==> config.mk <==
export PLATFORM = sky130hd
export DESIGN_NAME = ght_exec
export DESIGN_NICKNAME = d
export VERILOG_FILES = /design/src/design/ght_pkg.sv /design/src/design/ght_exec.sv
export SDC_FILE = /design/constraint.sdc
export NUM_CORES = 1
export LEC_CHECK = 0
export ABC_AREA = 1
export BUFFER_PORTS_ARGS = -buffer_cell sky130_fd_sc_hd__buf_2
export CAP_MARGIN = 20
export CELL_PAD_IN_SITES_DETAIL_PLACEMENT = 1
export CELL_PAD_IN_SITES_GLOBAL_PLACEMENT = 1
export CORE_AREA = 5 5 42 44
export DETAILED_ROUTE_END_ITERATION = 10
export DIE_AREA = 0 0 47 49
export PLACE_DENSITY_LB_ADDON = 0.1
export SLEW_MARGIN = 20
export SYNTH_ARGS = -nofsm -noshare
export SYNTH_HDL_FRONTEND = slang
export SYNTH_SLANG_ARGS = --single-unit
==> constraint.sdc <==
create_clock -name vclk -period 0.8
set_input_delay 0.16 -clock vclk [all_inputs]
set_output_delay 0.16 -clock vclk [all_outputs]
set_load 0.03 [all_outputs]
==> src/design/ght_pkg.sv <==
// Shared types and constants for the generational handle table.
package ght_pkg;

    localparam int CMD_W    = 3;
    localparam int STATUS_W = 2;
    localparam int IDX_W    = 10;
    localparam int GEN_W    = 16;
    localparam int OBJ_W    = 32;
    localparam int FRESH_CAP = 65535;

    typedef enum logic [CMD_W-1:0] {
        CMD_REGISTER   = 3'd0,
        CMD_WRAP       = 3'd1,
        CMD_RESOLVE    = 3'd2,
        CMD_RELEASE    = 3'd3,
        CMD_UNREGISTER = 3'd4
    } cmd_t;

    typedef enum logic [STATUS_W-1:0] {
        ST_OK   = 2'd0,
        ST_NULL = 2'd1,
        ST_FULL = 2'd2,
        ST_MISS = 2'd3
    } status_t;

    typedef enum logic [1:0] {
        S_IDLE = 2'b01,
        S_EXEC = 2'b10
    } state_t;

    typedef struct packed {
        status_t status;
        logic    alloc;
        logic    pop;
        logic    fresh;
        logic    wrap_hit;
        logic    found;
        logic    release_slot;
    } ght_ctrl_t;

endpackage

==> src/design/ght_exec.sv <==
// Command decode: picks the action and status of one item from the read slot data.
module ght_exec (
    input  logic [ght_pkg::CMD_W-1:0] cmd,
    input  logic                      obj_null,
    input  logic                      sel_zero,
    input  logic                      idx_ok,
    input  logic                      obj_match,
    input  logic                      gen_match,
    input  logic                      slot_occ,
    input  logic                      can_pop,
    input  logic                      fresh_ok,
    output ght_pkg::ght_ctrl_t        ctrl
);
    import ght_pkg::*;

    ght_ctrl_t alloc_ctrl;

    always_comb
    begin
        alloc_ctrl = '0;
        alloc_ctrl.status = ST_FULL;
        if (can_pop)
        begin
            alloc_ctrl.status = ST_OK;
            alloc_ctrl.alloc  = 1'b1;
            alloc_ctrl.pop    = 1'b1;
        end
        else if (fresh_ok)
        begin
            alloc_ctrl.status = ST_OK;
            alloc_ctrl.alloc  = 1'b1;
            alloc_ctrl.fresh  = 1'b1;
        end
    end

    always_comb
    begin
        ctrl = '0;
        ctrl.status = ST_MISS;
        case (cmd)
            CMD_REGISTER:
            begin
                if (obj_null)
                    ctrl.status = ST_NULL;
                else
                    ctrl = alloc_ctrl;
            end
            CMD_WRAP:
            begin
                if (obj_null)
                    ctrl.status = ST_NULL;
                else if (idx_ok && obj_match)
                begin
                    ctrl.status   = ST_OK;
                    ctrl.wrap_hit = 1'b1;
                end
                else
                    ctrl = alloc_ctrl;
            end
            CMD_RESOLVE, CMD_RELEASE:
            begin
                if (sel_zero)
                    ctrl.status = ST_NULL;
                else if (idx_ok && gen_match && slot_occ)
                begin
                    ctrl.status       = ST_OK;
                    ctrl.found        = 1'b1;
                    ctrl.release_slot = (cmd == CMD_RELEASE);
                end
            end
            CMD_UNREGISTER:
            begin
                if (obj_null)
                    ctrl.status = ST_NULL;
                else if (idx_ok && obj_match)
                begin
                    ctrl.status       = ST_OK;
                    ctrl.release_slot = 1'b1;
                end
            end
            default:
            begin
                ctrl.status = ST_MISS;
            end
        endcase
    end

endmodule

# After elaboration in Yosys (flattened, before gate mapping)
# Cells that the tools add are included.
# totals
register_bits,0
latchBits,0
ramBits,0
rom_bits,0
inputBits,11
out_inout_bits,8
elab_cells,32
n_memories,0
# classes
add_sub_neg,0
n_mul,0
div,0
n_lt_le_gt_ge,0
n_eq_ne,4
shift,0
mux,23
bitwise_logic,0
reduce_logical,5
# op_table
op,count
2-bit two-way mux,9
6-bit two-way mux,2
3-bit two-way mux,3
2-bit case mux with 4 select lines,1
4-bit case mux with 2 select lines,1
3-bit by 2-bit == test with 1-bit output (second input constant),2
1-bit two-way mux,5
1-bit case mux with 4 select lines,1
3-bit by 1-bit == test with 1-bit output (second input constant),1
3-bit == test (second input constant),1
1-bit logical AND,3
3-bit logical NOT,1
1-bit case mux with 3 select lines,1
2-bit OR reduction,1

# Logic depth before layout (Yosys ltp)
# Gate-level depths: netlist of run 1.
# depth
word_depth,5
depth_mapped,5
ltp_nobuf,5

# Worst setup path before layout of run 1
# Ideal clock, no wire load.
# synth_timing
path_type,input-to-output
from,in cmd[2] in the netlist's numbering
to,out ctrl[1] in the netlist's numbering
t_arrival_ps,1271
required_ps,640
path_slack_ps,-631
stages,2
path_buffers,1
path_cell_list,buf_6 > nor4_1
# synth_rtl
element,line_no,source
start: declaration,ght_exec.sv:3,"input logic [ght_pkg::CMD_W-1:0] cmd,"
end: declaration,ght_exec.sv:12,output ght_pkg::ght_ctrl_t ctrl

==> results.md, run 1 <==
Final layout:
- The fraction of layout cells with a size suffix above 1 is 76.6%.
- The post-layout net count is 77.
- The number of flip-flops and latches is 0.
- The register area is 0 um^2.
- The antenna diode count is 0.
- The number of standard cells in the final layout excluding fillers is 80.
- The area growth from synthesis to final layout is 257%.
- The clock buffers instantiated in the layout total 0.

Floorplanning:
- The width of the die is 47 um.
- For this configuration, the core starts out at a cell density of ~12%.
- The die covers 2300 um^2.
- The initialized floorplan defines 14 standard-cell rows.
- The die outline height is 49 um.
- After floorplanning, the core was sized to cover between 1000 and 1500 um^2.
- The count of boundary I/O pins is 19.

STA:
- Static timing analysis puts the maximum clock frequency at 1020 MHz.
- The number of pins exceeding their max-slew limit in the final report came to 0.
- The worst setup slack after layout is -0.181 ns.
- Dividing the final minimum period by the clock period gives 123%.
- The total negative slack is -1.08 ns.
- Setup repair after global routing could not meet its margin everywhere.
- The number of endpoints with negative hold slack in the final report is 0.
- Headroom to the max-slew limit came out at 86.3%.
- Across all hold checks on the routed design, the worst slack comes to slightly below 0.6 ns.
- Setup violations remaining at the end of the flow were counted as 8.
- For the pin with the worst max-slew slack, the measured transition is 0.203 ns.
- The smallest clock period supported by the final layout is computed as 0.981 ns.

Setup path:
- The kind of capture point of the worst setup path is an output pin.
- On the critical path the largest part of the delay comes from buffers and inverters.
- In this run the worst setup path begins at obj_null.
- The cell type with the highest occurrence count on the critical path is buf_6.
- The worst setup path is launched from a primary input.
- The critical path goes through buf_6 > clkinvlp_4 > buf_4 > nand4_1 > nand3_2 > buf_6.
- The critical path's largest stage delay is 0.16 ns.
- STA puts the critical path data arrival time at 0.82 ns.
- In this run the worst path has a maximum fanout of 5.
- At the worst endpoint, the required time is 0.64 ns.
- Among all stages on the critical path, the largest delay is contributed by buf_4.
- The number of buffers and inverters on the critical path is 4.
- The critical path class is in -> out.

Power and ir drop:
- The areal power density over the cells is around 500 nW/um^2.
- The completed layout was analyzed and its total power is 0.305 mW.
- The analysis attributes to cell leakage a power of 0.257 nW.
- The maximum vdd ir drop is around 0.00019 V.

Logic synthesis:
- After synthesis, the largest family of logic cells by area is simple AND/OR/NAND/NOR gates.
- The xor and xnor area share after synthesis is 0%.
- The adder-cell area share of the yosys netlist is 0%.
- Summing the areas of all and, or, nand and nor instances in the mapped netlist gives 79.7% of the synthesized area.
- The synthesized instance count is 38.
- Summed over its instances, the top area cell type makes up 28.3% of the synthesized netlist area.
- The netlist area before placement is 173 um^2.
- The number of different library cells used by synthesis comes to 10.
- The synthesized area per cell is 4.54 um^2.
- The number of nets in the synthesized netlist is 49.
- The synthesized netlist devotes 2.90% of its cell area to compound gates.
- The biggest area contributor in the post-synthesis netlist is nor2_1.
- Of the post-synthesis cell area, the part taken by muxes is 0%.
- The warning count from the yosys run is 0.
- The share of synthesized area occupied by flip-flops and latches is 0%.
- By area the synthesized netlist is led by nor2_1, nand3_1, nand2_1, inv_1, nand4_1.

Placement:
- Detailed placement ended at an HPWL of 737 um.
- The congestion estimate from routability-driven global placement came to about 0.69.
- The cell total after placement is 79.
- The count of buffers added on input and output ports is 19.

Route:
- The detail route stage leaves a number of antenna-violating nets equal to 0.
- The sum of routed wire length over all layers is 878 um.
- The post-route DRC violation count is 0.
- The first detailed-routing pass took 2 iterations.
- The detailed-route vias per instance is 4.40.
- The total via count after detailed routing is 352.
- The per-cell routed wire length is approximately 11 um.
- The initial detailed-routing violation count is 1.

Global route:
- The total track usage is 8.28%.
- The number of global-route vias before repair is 376.
- The aggregate global routing overflow is 0.
- Entering global routing, the biggest net connects 9 pins.
- The wire length of the first global-routing pass is 1520 um.
- The number of antenna violations at the first check in global routing was 0.

Hold path:
- The worst min-delay path class is in -> out.
- The startpoint identified for the worst hold timing path is sel_zero.

Outcome:
- The run finished, with violations left.
- The final reports fail on negative setup slack.

Flow run:
- The count of maximum capacitance violations is 0.

Clock network:
- The number of hold buffers added after CTS is 0.
==> synthesized netlist by cell type <==
master,instances
nor2_1,13
nand3_1,7
nand2_1,6
inv_1,5
nand4_1,2
buf_6,1
nand3b_1,1
nor3_1,1
nor4_1,1
o21ai_1,1
==> metrics by stage <==
step                setup WS [ns]  util, %  cell area [um^2]
global placement           -0.323     29.6               415
detailed placement         -0.304     29.6               415
floorplan                  -0.103        -               268
global route               -0.223     43.9               616
finish                     -0.181     43.9               616
CTS                        -0.212     42.1               589
==> timing repair <==
action,4_1_cts,5_1_grt
buffers inserted,0,1
endpoints found under the hold margin,0,0
endpoints found under the setup margin,8,8
gates resized for setup,50,6
pin swaps,12,5
==> cells by family (layout without fill, tap and decap cells) <==
| kind of cell | after synthesis | in the layout |
|---|---|---|
| simple gates | 31 | 31 |
| buf+inv | 6 | 32 |
| compound gates | 1 | 1 |
==> final cells by class <==
| class | instances | area, um^2 |
|---|---|---|
| Multi-Input combinational cell | 32 | 273 |
| Tap cell | 16 | 20.0 |
| Inverter | 5 | 32.5 |
| Timing Repair Buffer | 27 | 290 |
| Fill cell | 173 | 786 |
==> cells in the final DEF, fill, tap and decap left out, drive strengths merged <==
master / Yosys / routed
nand2: 6 / 6
nand3b: 1 / 1
inv: 5 / 4
nor3: 1 / 1
o21ai: 1 / 1
nand3: 7 / 7
clkinvlp: 0 / 1
buf: 1 / 27
nor4: 1 / 1
nor2: 13 / 13
nand4: 2 / 2
==> power by group <==
part           switching (mW)  internal [mW]  leakage (nW)
sequential                  0              0             0
clock                       0              0             0
combinational           0.151          0.154         0.257
total                   0.151          0.154         0.257
==> metal layers <==
metal  vias up  track usage [%]  wire [um]
met3         0            0.738         73
li1        180                -          -
met5         -                0          0
met4         0                0          0
met1       159             10.7        340
met2        13             15.2        464
==> path summary, 6_finish.rpt <==
check,end,depth (start not counted)
hold / removal,ctrl[1],3
setup / recovery,ctrl[7],6
==> worst min-delay path, cell delays in order <==
cell and delay, ns:
buf_6 0.09, nor4_4 0.04, buf_6 0.12
No activity file was read; power rests on OpenSTA's default activity.
==> run 2, diff against run 1 <==
Settings changed: CORE_AREA 5 5 42 44 to 2 2 39 41, DIE_AREA 0 0 47 49 to 0 0 41 43.
==> run 2 against run 1 <==
Net effect:
- the flow still finishes with violations (negative setup slack)
- clock-buffer cell count stayed put
- fmax is 0.77% lower
- cell count is 1.3% lower
- utilization is 2.7 points lower
- via count is 1.1% lower
- critical path depth stayed put
- worst setup slack worse by 0.0076 ns
- global-route usage is 1.8 points higher
- sequential cell count stayed put
- combinational power is 7.5% lower
- critical path type unchanged
- largest power group unchanged
- highest routed layer is now met4
==> results.md, run 2 (synthesis gave the netlist of run 1 again) <==
Setup path:
- The element type at the critical path start is a primary input.
- The maximum fanout along the worst path is 6 (+1).
- The critical path class is in -> out.
- The worst endpoint required time came to 0.64 ns (about the same).
- The worst setup path is captured at an output pin.
- The worst endpoint data arrival time is 0.83 ns (about the same).

Outcome:
- The final reports fail on negative setup slack.
- The flow ran to the end, but the final reports show violations.

Final layout:
- The register area is 0 um^2 (unchanged).
- The number of flip-flops and latches is 0 (unchanged).
- The top cell types in the final layout, fill and taps aside, are buf_6, buf_4, nor2_4, nor2_1, nand2_1.
- The number of standard cells in the final layout excluding fillers is 79 (-1.3%).
- The fraction of layout cells with a size suffix above 1 is 74.6% (-2.0 points).
- The post-layout net count is 76 (-1.3%).
- The antenna diode count was 0 (unchanged).
- The area growth from synthesis to final layout is 230%.
- The core occupancy in the finished layout is 41.2% (-2.7 points).
- The clock buffer count was 0 (unchanged).
- The most frequent standard cell in the layout excluding fill and tap cells is buf_6.

STA:
- The worst setup slack after layout is -0.189 ns (-0.00759 ns).
- The total setup violations reported at the end of the flow came to 8 (unchanged).
- The number of endpoints with negative hold slack in the final report was 0 (unchanged).
- The relative max-transition margin came to 86.3% (-0.091 points).
- The peak clock frequency supported by timing is 1010 MHz (-0.77%).
- The share of the clock period used by the worst path after layout is 124% (+0.95 points).
- The slew at the pin closest to its max-slew limit was 0.205 ns (+0.00136 ns).
- Setup repair after global routing could not meet its margin everywhere.
- The number of pins exceeding their max-slew limit in the final report is 0 (unchanged).
- The post-layout minimum cycle time is 0.989 ns (+0.00759 ns).

Floorplanning:
- The starting density of the core is 12.5% (+0.16 points).
- The number of standard-cell rows in the floorplan is 14 (unchanged).
- The die outline height is 43 um (-12%).
- The width of the die is 41 um (-13%).
- The count of boundary I/O pins is 19 (unchanged).
- The total die area is 1760 um^2 (-23%).
- The core outline area is 1380 um^2 (-1.2%).

Global route:
- The number of antenna violations at the first check in global routing came to 0 (unchanged).
- The wire length of the first global-routing pass is 1320 um (-13%).
- The number of global-route vias before repair was 329 (-13%).
- The largest net degree at the start of global routing is 9 (unchanged).
- The aggregate global routing overflow is 0 (unchanged).
- The total track usage is 10.1% (+1.8 points).

Route:
- The per-cell routed wire length is 10.8 um (-1.2%).
- The total via count after detailed routing came to 348 (-1.1%).
- The initial detailed-routing violation count is 2 (+1).
- The sum of routed wire length over all layers was 857 um (-2.4%).
- The detailed-route vias per instance came to 4.41 (+0.12%).
- The first-pass iteration count of the detailed router is 2 (unchanged).
- The post-route DRC violation count is 0 (unchanged).
- The number of antenna-violating nets in the routed design was 0 (unchanged).

Power and ir drop:
- The maximum vdd ir drop came to 0.000181 V (-5.7%).
- The areal power density over the cells is 494 nW/um^2 (-0.42%).
- The leakage power came to 0.240 nW (-6.4%).

Hold path:
- The endpoint of the worst hold-timing path is ctrl[1].
- The startpoint identified for the worst hold timing path is sel_zero.
- The number of cells on the worst hold path is 3 (unchanged).
- The worst min-delay path class is in -> out.

Clock network:
- The number of hold buffers added after CTS is 0 (unchanged).

Flow run:
- The count of maximum capacitance violations is 0 (unchanged).

Placement:
- The cell total after placement came to 77 (-2.5%).
- The number of I/O port buffers came to 19 (unchanged).
- The final RePlAce weighted congestion is 0.705 (+2.8%).
- The setup slack at placement came to -0.309 ns (-0.00439 ns).
run 2: power by group:
part	switching, mW	internal, mW
combinational	0.145	0.136
sequential	0	0
clock	0	0
run 2: cell type report:
class,instances,area (um^2)
inverter,5,25.0
timing repair buffer,26,260
tap,16,20.0
multi-input combinational,32,265
fill,176,813
run 2: critical path: stages:
cell and delay [ns]:
buf_6 0.09, clkinvlp_4 0.10, buf_4 0.13, nand3_4 0.11
nor2_4 0.11, buf_6 0.13
run 2: per-layer routing:
metal  track usage, %  up-vias  share of wire [%]
li1                 -      177                  -
met1             12.3      156                 38
met2             18.1       13                 54
met3            0.524        2                5.7
met4             2.00        0                2.1
met5                0        -                  0
run 2: worst max-delay path by stage:
stage               startpoint  endpoint  slack, ns  depth (start not counted)
finish                obj_null   ctrl[5]      -0.19                          6
global route          obj_null   ctrl[4]      -0.23                          6
CTS                   obj_null   ctrl[7]      -0.22                          7
detailed placement      cmd[1]   ctrl[7]      -0.31                          6
global placement        cmd[1]   ctrl[7]      -0.34                          6
floorplan               cmd[2]   ctrl[1]      -0.10                          2
run 2: metrics by stage:
step | TNS, ns | total power [mW] | cell area [um^2] | hold WS, ns
floorplan | -0.368 | 0.123 | 268 | 0.367
global route | -1.56 | 0.301 | 571 | 0.581
CTS | -1.16 | 0.270 | 551 | 0.603
detailed placement | -2.07 | 0.197 | 400 | 0.671
global placement | -2.17 | 0.198 | 400 | 0.666
finish | -1.20 | 0.282 | 571 | 0.571
run 2: what timing repair did:
item / in CTS / in global routing
buffers inserted: 1 / 1
pin swaps: 10 / 4
gates resized for setup: 41 / 4
setup endpoints to repair: 8 / 8
